[config.mk]
export PLATFORM = sky130hd
export DESIGN_NAME = reservoir_sample_k_slots
export DESIGN_NICKNAME = d
export VERILOG_FILES = /design/src/hdl/rsk_pkg.sv /design/src/hdl/rsk_ctrl.sv /design/src/hdl/rsk_dp.sv /design/src/hdl/reservoir_sample_k_slots.sv
export SDC_FILE = /design/constraint.sdc
export NUM_CORES = 1
export LEC_CHECK = 0
export BUFFER_PORTS_ARGS = -buffer_cell sky130_fd_sc_hd__buf_2
export CORE_MARGIN = 1.5
export CORE_UTILIZATION = 45
export DETAILED_ROUTE_END_ITERATION = 10
export GPL_TIMING_DRIVEN = 0
export PLACE_DENSITY = 0.63
export SYNTH_ARGS = -nofsm -noshare
export SYNTH_HDL_FRONTEND = slang
export SYNTH_SLANG_ARGS = --single-unit
[constraint.sdc]
create_clock -name clk -period 5.7 [get_ports clk]
set_clock_uncertainty 0.05 [all_clocks]
set_input_delay 0.855 -clock clk [delete_from_list [all_inputs] [get_ports clk]]
set_output_delay 0.855 -clock clk [all_outputs]
set_load 0.05 [all_outputs]
[src/hdl/rsk_pkg.sv]
package rsk_pkg;

  // Width of the random word carried by each input transfer.
  localparam int RAND_WIDTH = 31;
  // One remainder bit per cycle in the serial modulo unit.
  localparam int DIV_STEPS  = RAND_WIDTH;
  localparam int STEP_W     = $clog2(DIV_STEPS);
  // Width of the slot index reported with each sample.
  localparam int SLOT_W     = 3;
  // Sample-count register.
  localparam int CFG_W      = 4;
  localparam logic [CFG_W-1:0] CFG_RESET = 4'd8;

  // Controller to datapath.
  typedef struct packed {
    logic load;      // capture input transfer, bump seen count
    logic append;    // write element into next free slot
    logic div_step;  // one restoring-modulo step
    logic place;     // overwrite slot j when j < k
    logic read;      // fetch slot at readout index into output register
    logic advance;   // step readout index
    logic clear;     // end of readout: clear counters
  } rsk_cmd_t;

  // Datapath to controller.
  typedef struct packed {
    logic can_append; // filled count below k
    logic div_done;   // current modulo step is the last one
    logic end_flag;   // held item closes the stream
    logic empty;      // no slot filled
    logic last;       // sample in output register is the final one
  } rsk_sts_t;

endpackage

[src/hdl/rsk_ctrl.sv]
module rsk_ctrl (
  input  logic             clk,
  input  logic             rst,
  input  logic             in_valid,
  input  logic             out_ready,
  input  rsk_pkg::rsk_sts_t sts,
  output rsk_pkg::rsk_cmd_t cmd,
  output logic             in_ready,
  output logic             out_valid
);
  import rsk_pkg::*;

  typedef enum logic [2:0] {
    ST_IDLE,
    ST_CHOOSE,
    ST_DIV,
    ST_PLACE,
    ST_CHECK,
    ST_READ,
    ST_SHOW
  } state_t;

  state_t state;
  state_t state_next;

  always_ff @(posedge clk) begin
    if (rst) begin
      state <= ST_IDLE;
    end else begin
      state <= state_next;
    end
  end

  assign in_ready  = (state == ST_IDLE);
  assign out_valid = (state == ST_SHOW);

  always_comb begin
    cmd        = '0;
    state_next = state;
    case (state)
      ST_IDLE: begin
        if (in_valid) begin
          cmd.load   = 1'b1;
          state_next = ST_CHOOSE;
        end
      end
      ST_CHOOSE: begin
        if (sts.can_append) begin
          cmd.append = 1'b1;
          state_next = sts.end_flag ? ST_CHECK : ST_IDLE;
        end else begin
          state_next = ST_DIV;
        end
      end
      ST_DIV: begin
        cmd.div_step = 1'b1;
        if (sts.div_done) begin
          state_next = ST_PLACE;
        end
      end
      ST_PLACE: begin
        cmd.place  = 1'b1;
        state_next = sts.end_flag ? ST_CHECK : ST_IDLE;
      end
      ST_CHECK: begin
        if (sts.empty) begin
          cmd.clear  = 1'b1;
          state_next = ST_IDLE;
        end else begin
          state_next = ST_READ;
        end
      end
      ST_READ: begin
        cmd.read   = 1'b1;
        state_next = ST_SHOW;
      end
      ST_SHOW: begin
        if (out_ready) begin
          if (sts.last) begin
            cmd.clear  = 1'b1;
            state_next = ST_IDLE;
          end else begin
            cmd.advance = 1'b1;
            state_next  = ST_READ;
          end
        end
      end
      default: begin
        state_next = ST_IDLE;
      end
    endcase
  end

endmodule

[src/hdl/rsk_dp.sv]
module rsk_dp #(
  parameter int RESERVOIR_DEPTH = 8,
  parameter int VALUE_WIDTH     = 32,
  parameter int COUNT_WIDTH     = 32
) (
  input  logic                          clk,
  input  logic                          rst,
  input  logic                          cfg_we,
  input  logic [rsk_pkg::CFG_W-1:0]     cfg_wdata,
  input  logic [VALUE_WIDTH-1:0]        element_value,
  input  logic [rsk_pkg::RAND_WIDTH-1:0] random_word,
  input  logic                          end_of_stream,
  input  rsk_pkg::rsk_cmd_t             cmd,
  output rsk_pkg::rsk_sts_t             sts,
  output logic [VALUE_WIDTH-1:0]        sample_value,
  output logic [rsk_pkg::SLOT_W-1:0]    slot_index
);
  import rsk_pkg::*;

  localparam int ADDR_W = (RESERVOIR_DEPTH > 1) ? $clog2(RESERVOIR_DEPTH) : 1;
  localparam int FILL_W = $clog2(RESERVOIR_DEPTH + 1);
  localparam int CMP_W  = (FILL_W > CFG_W) ? FILL_W : CFG_W;
  localparam logic [CMP_W-1:0] DEPTH_C = CMP_W'(RESERVOIR_DEPTH);

  logic [CFG_W-1:0]       sample_count;
  logic [VALUE_WIDTH-1:0] elem;
  logic [RAND_WIDTH-1:0]  rnd_sh;
  logic                   end_flag;
  logic [COUNT_WIDTH-1:0] seen;
  logic [COUNT_WIDTH-1:0] rem;
  logic [STEP_W-1:0]      step;
  logic [FILL_W-1:0]      filled;
  logic [ADDR_W-1:0]      idx;
  logic                   last;
  logic [VALUE_WIDTH-1:0] mem [RESERVOIR_DEPTH];

  logic [CMP_W-1:0]       k_ext;
  logic [CMP_W-1:0]       k_eff;
  logic [COUNT_WIDTH:0]   trial;
  logic [COUNT_WIDTH:0]   diff;
  logic [COUNT_WIDTH-1:0] rem_next;
  logic                   place_hit;
  logic                   wr_en;
  logic [ADDR_W-1:0]      wr_addr;
  logic [FILL_W-1:0]      idx_plus;
  logic [SLOT_W+ADDR_W-1:0] idx_wide;

  // k clipped to the reservoir depth
  assign k_ext = CMP_W'(sample_count);
  assign k_eff = (k_ext > DEPTH_C) ? DEPTH_C : k_ext;

  // restoring modulo step: shift in next random bit, subtract when it fits
  assign trial    = {rem, rnd_sh[RAND_WIDTH-1]};
  assign diff     = trial - {1'b0, seen};
  assign rem_next = (trial >= {1'b0, seen}) ? diff[COUNT_WIDTH-1:0]
                                            : trial[COUNT_WIDTH-1:0];

  assign place_hit = (rem < COUNT_WIDTH'(k_eff));
  assign wr_en     = cmd.append | (cmd.place & place_hit);
  assign wr_addr   = cmd.append ? filled[ADDR_W-1:0] : rem[ADDR_W-1:0];
  assign idx_plus  = FILL_W'(idx) + FILL_W'(1);
  assign idx_wide  = {{SLOT_W{1'b0}}, idx};

  assign sts.can_append = (CMP_W'(filled) < k_eff);
  assign sts.div_done   = (step == STEP_W'(DIV_STEPS - 1));
  assign sts.end_flag   = end_flag;
  assign sts.empty      = (filled == '0);
  assign sts.last       = last;

  always_ff @(posedge clk) begin
    if (rst) begin
      sample_count <= CFG_RESET;
      seen         <= '0;
      filled       <= '0;
      idx          <= '0;
    end else begin
      if (cfg_we) begin
        sample_count <= cfg_wdata;
      end
      if (cmd.load && (seen != '1)) begin
        seen <= seen + COUNT_WIDTH'(1);
      end
      if (cmd.append) begin
        filled <= filled + FILL_W'(1);
      end
      if (cmd.advance) begin
        idx <= idx + ADDR_W'(1);
      end
      if (cmd.clear) begin
        seen   <= '0;
        filled <= '0;
        idx    <= '0;
      end
    end
  end

  // item holding and modulo registers
  always_ff @(posedge clk) begin
    if (cmd.load) begin
      elem     <= element_value;
      rnd_sh   <= random_word;
      end_flag <= end_of_stream;
      rem      <= '0;
      step     <= '0;
    end else if (cmd.div_step) begin
      rnd_sh <= {rnd_sh[RAND_WIDTH-2:0], 1'b0};
      rem    <= rem_next;
      step   <= step + STEP_W'(1);
    end
  end

  // reservoir: one write port, registered read into the output register
  always_ff @(posedge clk) begin
    if (wr_en) begin
      mem[wr_addr] <= elem;
    end
    if (cmd.read) begin
      sample_value <= mem[idx];
      slot_index   <= idx_wide[SLOT_W-1:0];
      last         <= (idx_plus == filled);
    end
  end

endmodule

[src/hdl/reservoir_sample_k_slots.sv]
// Reservoir sampler (Algorithm R) keeping up to k of RESERVOIR_DEPTH slots.
//
// Input channel s_*: one transfer per stream element. s_tdata carries the
// element and a uniform random word; s_tlast marks the stream's last element.
// Output channel m_*: on a stream end the filled slots stream out in slot
// order, one transfer each, m_tlast on the final one; nothing when empty.
// cfg_we/cfg_wdata write k (sample_count); values above the depth act as
// the depth. Write it only while the block is idle.
//
// Timing: an element is taken when s_tready is high (block idle). While the
// reservoir is filling, an element is appended to the next free slot. Once
// full, the slot index j = random mod seen comes from a bit-serial restoring
// modulo unit, one bit per cycle over the 31-bit random word. Readout passes
// a check state, then for each sample a registered reservoir read into the
// output register, which is then presented, plus any stall time.
// A stalled receiver simply holds m_tvalid with stable data; s_tready stays
// low until the readout finishes, then counters clear and the block idles.
// Reset (rst, synchronous) clears the counters and sets k to 8; reservoir
// contents are not cleared and are only read after being written.
module reservoir_sample_k_slots #(
  parameter int  RESERVOIR_DEPTH = 8,
  parameter int  VALUE_WIDTH     = 32,
  parameter int  COUNT_WIDTH     = 32,
  localparam int S_W = ((VALUE_WIDTH + rsk_pkg::RAND_WIDTH + 7) / 8) * 8,
  localparam int M_W = ((VALUE_WIDTH + rsk_pkg::SLOT_W + 7) / 8) * 8
) (
  input  logic                      clk,
  input  logic                      rst,
  input  logic                      cfg_we,
  input  logic [rsk_pkg::CFG_W-1:0] cfg_wdata,  // sample_count
  input  logic                      s_tvalid,
  output logic                      s_tready,
  input  logic [S_W-1:0]            s_tdata,    // element_value, random_word, zero pad
  input  logic                      s_tlast,    // end_of_stream
  output logic                      m_tvalid,
  input  logic                      m_tready,
  output logic [M_W-1:0]            m_tdata,    // sample_value, slot_index, zero pad
  output logic                      m_tlast     // last_sample
);
  import rsk_pkg::*;

  rsk_cmd_t               cmd;
  rsk_sts_t               sts;
  logic [VALUE_WIDTH-1:0] element_value;
  logic [RAND_WIDTH-1:0]  random_word;
  logic [VALUE_WIDTH-1:0] sample_value;
  logic [SLOT_W-1:0]      slot_index;

  assign element_value = s_tdata[VALUE_WIDTH-1:0];
  assign random_word   = s_tdata[VALUE_WIDTH +: RAND_WIDTH];

  rsk_ctrl u_ctrl (
    .clk       (clk),
    .rst       (rst),
    .in_valid  (s_tvalid),
    .out_ready (m_tready),
    .sts       (sts),
    .cmd       (cmd),
    .in_ready  (s_tready),
    .out_valid (m_tvalid)
  );

  rsk_dp #(
    .RESERVOIR_DEPTH (RESERVOIR_DEPTH),
    .VALUE_WIDTH     (VALUE_WIDTH),
    .COUNT_WIDTH     (COUNT_WIDTH)
  ) u_dp (
    .clk           (clk),
    .rst           (rst),
    .cfg_we        (cfg_we),
    .cfg_wdata     (cfg_wdata),
    .element_value (element_value),
    .random_word   (random_word),
    .end_of_stream (s_tlast),
    .cmd           (cmd),
    .sts           (sts),
    .sample_value  (sample_value),
    .slot_index    (slot_index)
  );

  // output register lives in the datapath; pad up to whole bytes
  assign m_tdata = M_W'({slot_index, sample_value});
  assign m_tlast = sts.last;

`ifndef NO_ASSERTIONS
  // input side and output side are never open in the same cycle
  a_one_side: assert property (@(posedge clk) disable iff (rst)
    !(m_tvalid && s_tready))
    else $error("input ready while a sample is presented");

  // accepting an element always makes the block busy and drops s_tready
  a_busy_after_accept: assert property (@(posedge clk) disable iff (rst)
    (s_tvalid && s_tready) |=> !s_tready)
    else $error("ready again right after accepting an element");

  // final sample transfer returns the block to idle
  a_idle_after_last: assert property (@(posedge clk) disable iff (rst)
    (m_tvalid && m_tready && m_tlast) |=> (s_tready && !m_tvalid))
    else $error("block not idle after final sample");
`endif

endmodule

After elaboration in Yosys (flattened, before gate mapping)
Memories as Yosys holds them, arrays and structs flattened. A register that Yosys moved wholly into a read port is not among the register bits.
Index checks and enable logic that the tools add are counted.
- register bits after elaboration: 151
- bits in writable memories: 256
- input port bits: 74
- output and inout port bits: 43
- word-level logic and storage cells: 71
- memories kept: 1
- memories (memory ; words ; bits a word ; read ports ; clocked after Yosys merged registers in ; write ports ; line ; source):
    u_dp.mem ; 8 ; 32 ; 1 ; 1 ; 1 ; rsk_dp.sv:35 ; logic [VALUE_WIDTH-1:0] mem [RESERVOIR_DEPTH];
- add/subtract/negate cells: 6
- magnitude comparators: 4
- equality and inequality tests: 12
- multiplexer cells: 28
- bitwise operators: 2
- reduce and logical (&&, ||, !) cells: 6
- operator list (operator ; count):
    two-way mux 31 bit ; 2
    >= comparator 33 x 32 -> 1 bit ; 1
    adder 32 x 1 -> 32 bit, second input constant ; 1
    less-than comparator 32 x 4 -> 1 bit ; 1
    two-way mux 32 bit ; 1
    inequality test 32 bit, second input constant ; 1
    subtractor 32 bit ; 1
    two-way mux 3 bit ; 8
    case mux 3 bit (7 select lines) ; 1
    two-way mux 1 bit ; 13
    equality test 3 bit, second input constant ; 3
    equality test 3 x 2 -> 1 bit, second input constant ; 2
    adder 5 x 1 -> 5 bit, second input constant ; 1
    equality test 5 bit, second input constant ; 1
    adder 3 x 1 -> 4 bit, second input constant ; 1
    adder 4 x 1 -> 4 bit, second input constant ; 1
    equality test 4 bit ; 1
    greater-than comparator 4 bit, second input constant ; 1
    zero test 4 bit ; 1
    less-than comparator 4 bit ; 1
    two-way mux 4 bit ; 1
    inequality test 2 bit, second input constant ; 2
    adder 3 x 1 -> 3 bit, second input constant ; 1
    equality test 3 x 1 -> 1 bit, second input constant ; 1
    10 further kinds ; 10

Depth between registers and ports, before layout
- depth after elaboration: 8
- mapped depth: 13
- mapped depth without buffers: 11

Cells and area by module
From an unflattened synthesis, not the netlist that was laid out.
- cell total of the unflattened synthesis: 1280
- area, all modules: 18874.4 um2
- by module, submodules not included (module ; times used ; cells an instance ; area each (um2)):
    rsk_dp ; 1 ; 1238 ; 18542.8
    rsk_ctrl ; 1 ; 36 ; 290.3
    reservoir_sample_k_slots ; 1 ; 6 ; 41.3

Least setup slack after synthesis
OpenSTA, ideal clock, no wires.
- path kind: register -> register
- start point: register u_dp.sample_count[3], in the netlist u_dp.k_ext[3]
- end point: memory u_dp.mem[4][0] (enable)
- setup time: 0.421 ns
- arrival: 3.312 ns
- data required time: 5.229 ns
- setup slack: 1.917 ns
- cell stages (with the launch flop): 12
- path buffers: 1
- period minus slack after synthesis: 3.783 ns
- cell sequence: dfxtp_1 > inv_1 > nand2_1 > ha_1 > a21o_1 > a21o_1 > a211oi_2 > nand2_1 > buf_2 > nor3b_1 > a31oi_1 > nor2_1
- cells in the longest elaborated chain, start to end: 8
- elaborated cells on any way between the ends: 11
- classes of those cells: order compare (3); mux (6); bitwise (2)
- RTL lines (item ; line ; source):
    from (decl) ; rsk_dp.sv:25 ; logic [CFG_W-1:0] sample_count;
    from (signal assigned) ; rsk_dp.sv:78 ; sample_count <= cfg_wdata;
    greater-than comparator 4 bit ; rsk_dp.sv:50 ; assign k_eff = (k_ext > DEPTH_C) ? DEPTH_C : k_ext;
    two-way mux 4 bit * ; rsk_dp.sv:50 ;
    branches (longest 6 deep; another with less-than comparator 32 x 4 -> 1 bit) ; n/a ;
    to (decl) ; rsk_dp.sv:35 ;
Every way passes the cells marked *.

Final worst setup path
- start point: register u_dp.sample_count[3], in the netlist u_dp.k_ext[3]
- end point: memory u_dp.mem[4][15] (enable)
Same word-level chain as after synthesis.

==> metrics.md <==
| Metric | Value |
|---|---|
| GR Util All Layers | `19.7%` |
| Global-route wire length before repair | `65600 µm` |
| P per Cell Area | `477 nW/µm²` |
| Fin Setup TNS | `0 ps` |
| Library cells used by synthesis | `69` |
| Htree depth | `2` |
| Via density | `5.48` |
| Slew HR | `20.2%` |
| CTS tree | `done` |
| Num Clock Sinks | `439` |
| Global Route met3 Usage | `2.82%` |
| CTS Hold Buffers Added | `0` |
| Min cycle time layout | `3580 ps` |
| Postcts setup bufs | `0` |
| Hold Path Cell Cnt | `0` |
| Final Hold Fails | `0` |
| RePlAce Congestion | `0.911` |
| Inserted Diodes | `0` |
| Hold Startpoint | `u_dp.idx[2]` |
| Iteration-0 DRC Markers | `797` |
| Std-Cell Rows | `75` |
| Slew Limit Fails | `0` |
| Max-cap violation count | `0` |
| Met1 Use GR | `27.7%` |
| Port-buffer cells | `109` |
| Hpwl dp | `27800 µm` |
| CP startpoint kind | `flop` |
| Initial antenna violation count | `0` |
| RSZ-0062 raised after global routing | `false` |
| Number of flops mapped to enable cells by yosys | `356` |
| Mapped Area | `19000 µm²` |
| Layout area overhead | `16.2%` |
| Worst Hold End | `u_dp.slot_index[2]` |
| Crit path DAT | `3790 ps` |
| Num CTS Buffers | `45` |
| Die Ht | `208 µm` |
| Clock Tree Buf Depth | `3` |
| Gate Count Post-Synth | `1344` |
| Top_reg_cell synth | `edfxtp_1` |
| Layout cells sized above 1 | `20.9%` |
| Fmax | `0.279 GHz` |
| Worst R2R Path Depth | `12` |
| Clk slew on worst S/H paths | `60 ps` |
| Sequential area share after synthesis | `65.2%` |
| Hold Crit Class | `flop to flop` |
| Final count of negative-setup-slack endpoints | `0` |
| Worst endpoint required time | `5910 ps` |
| Status | `finished clean` |
| Largest net degree at the start of global routing | `34` |
| Total Wirelength | `42200 µm` |
| CP Capture Type | `flop` |
| Via count | `11400` |
| Async S/R FF share, synth | `0%` |
| Worst slew pin tran | `1170 ps` |
| Die Area | `43400 µm²` |
| Post-Place Cells | `2006` |
| Final nets | `1634` |
| Power, Total | `10.5 mW` |
| Die span in x | `208 µm` |
| Overflow after GRT | `0` |
| Critical path class | `flop to flop` |
| Drt wl/cell | `20.2 µm` |
| YS warnings | `0` |
| Fin cells | `2087` |
| Met2 usage | `31.8%` |
| Final Cycle Share | `62.9%` |
| DRT Pass-1 Iters | `9` |
| Worst ir drop on vdd | `0.488 mV` |
| Resized Gates After CTS | `0` |
| Vias in the first global route | `11500` |
| Gr busiest metal | `met2` |
| Root Driver | `clkbuf_16` |
| Syn_area_per_cell | `14.1 µm²` |
| Starting Density | `45.4%` |
| P_leak | `7.71 nW` |
| R2r setup slk | `2120 ps` |
| #FFs+latches synth | `439` |
| DRT antenna net count | `0` |
| Remaining DRCs | `0` |
| Reg2reg start | `u_dp.k_ext[3]` |
| Worst skew pair latency | `560 ps` |
| Core area | `41800 µm²` |
| Crit Reg-Reg Endpoint | `u_dp.mem[4][15]` |
| Crit Path Max Fanout | `18` |
| IO Count | `117` |
| Fillers | `3469` |
## cell families after synthesis
kind of cell             count (synthesis)  share of synthesized area, %
multiplexers                           127                          11.2
XOR/XNOR                                63                          2.91
AND/OR/NAND/NOR                        360                          8.55
buffers and inverters                  115                          2.55
AO/OA/AOI/OAI                          194                          6.65
flip-flops                             439                          65.2
adder cells (fa/ha/maj)                 45                          3.01
other                                    1                        0.0198
## synth_stat cells (2+ instances only)
| library cell | instances | area, µm² |
|---|---|---|
| and4_1 | 3 | 26.3 |
| inv_1 | 53 | 199 |
| o21bai_1 | 4 | 30.0 |
| ha_1 | 44 | 551 |
| nor3_1 | 18 | 90.1 |
| nand2_2 | 3 | 18.8 |
| a211oi_1 | 9 | 67.6 |
| xor2_1 | 15 | 131 |
| o211ai_1 | 11 | 82.6 |
| o21ai_0 | 54 | 270 |
| buf_2 | 10 | 50.1 |
| buf_1 | 9 | 33.8 |
| edfxtp_1 | 356 | 10700 |
| mux2_2 | 34 | 383 |
| o22ai_1 | 2 | 12.5 |
| nand2b_1 | 7 | 43.8 |
| mux4_2 | 64 | 1440 |
| nor4_1 | 11 | 68.8 |
| a21o_1 | 14 | 105 |
| dfxtp_1 | 83 | 1660 |
| nand3_1 | 22 | 110 |
| mux2i_1 | 29 | 290 |
| a21boi_0 | 2 | 15.0 |
| nor3b_1 | 4 | 30.0 |
| buf_6 | 2 | 22.5 |
| and3_1 | 8 | 50.1 |
| clkbuf_1 | 33 | 124 |
| o41ai_1 | 3 | 26.3 |
| nand2_1 | 163 | 612 |
| nand4_1 | 16 | 100 |
| o31ai_1 | 6 | 45.0 |
| nor2_1 | 85 | 319 |
| a21oi_1 | 46 | 230 |
| buf_4 | 6 | 45.0 |
| xnor2_1 | 48 | 420 |
| a31oi_1 | 13 | 81.3 |
| a2111oi_0 | 2 | 17.5 |
| a311oi_1 | 3 | 26.3 |
| and2_1 | 2 | 12.5 |
| o21a_1 | 2 | 15.0 |
| a22o_1 | 3 | 26.3 |
| a32oi_1 | 6 | 52.6 |
| or3_1 | 6 | 37.5 |
| nor2b_1 | 5 | 31.3 |
## registers in the layout, summed over array words and instances (netlist names), 3 cells and up
signal             flops
u_dp.filled            4
u_dp.seen             32
u_dp.rem              32
u_dp.elem             32
u_ctrl.state           3
u_dp.rnd_sh           31
u_dp.idx               3
u_dp.sample_value     32
u_dp.step              5
u_dp.k_ext             4
u_dp.mem             256
u_dp.slot_index        3
## worst max-delay path: stages (launching register included)
cell	delay, ps
dfxtp_1	310
inv_1	170
nand2_1	130
ha_1	280
a21o_1	160
a21o_1	180
a211oi_2	310
nand2_1	180
buf_2	220
nor3b_1	230
a31oi_1	140
nor2_4	650
buf_16	250
## power by group
part	internal, mW	switching (mW)	total [mW]
sequential	3.89	0.224	4.11
clock	1.79	1.22	3.01
combinational	1.40	1.99	3.38
## cell type report
class / instances / area, µm² / area share, %
well taps: 539 / 674 / 3.06
inverters: 54 / 203 / 0.920
clock inverters: 25 / 330 / 1.50
multi-input cells: 794 / 6200 / 28.2
clock buffers: 55 / 1170 / 5.33
flip-flops and latches: 439 / 12400 / 56.1
plain buffers: 61 / 282 / 1.28
repair buffers: 120 / 803 / 3.65
## through the flow
stage	worst slack (ps)	instance area (µm²)	hold WS, ps	util, %
finish	2120	22000	386	52.7
global route	1940	22000	397	52.7
CTS	2120	22000	386	52.7
detailed placement	2120	20500	371	49.1
global placement	87.5	20200	363	48.4
floorplan	1920	19000	356	-
## worst max-delay path by stage
| stage | startpoint | end | slack [ps] | cells after the start |
|---|---|---|---|---|
| 2_1_floorplan | u_dp.k_ext[3] | u_dp.mem[4][0] | 1920 | 11 |
| 3_3_place_gp | u_dp.k_ext[3] | u_dp.mem[5][11] | 90 | 11 |
| 3_5_place_dp | u_dp.k_ext[3] | u_dp.mem[4][11] | 2120 | 12 |
| 4_1_cts | u_dp.k_ext[3] | u_dp.mem[4][15] | 2120 | 12 |
| 5_1_grt | u_dp.k_ext[3] | u_dp.mem[7][9] | 1940 | 11 |
| 6_report | u_dp.k_ext[3] | u_dp.mem[4][15] | 2120 | 12 |
## per-layer routing
layer | vias up | part of all wire, %
li1 | 5408 | -
met2 | 302 | 48
met5 | - | 0
met3 | 61 | 4.6
met1 | 5666 | 46
met4 | 0 | 2.2
## placed cells by master, fill, tap and decap left out, drive strengths merged, types with 6 or more instances in the layout
cell type	instances
ha	44
mux4	64
mux2i	29
clkbuf	89
or3	7
inv	52
edfxtp	356
xnor2	48
a21o	14
nand3	22
dfxtp	83
nor4	12
nand2b	7
bufinv	7
nand2	166
a32oi	6
a21oi	46
o21ai	55
clkinv	19
nand4	17
a31oi	13
buf	147
o31ai	6
nor3	18
and3	8
mux2	34
xor2	15
nor2	85
o211ai	12
a211oi	10
Note: power is estimated with default switching activity, not from simulation.
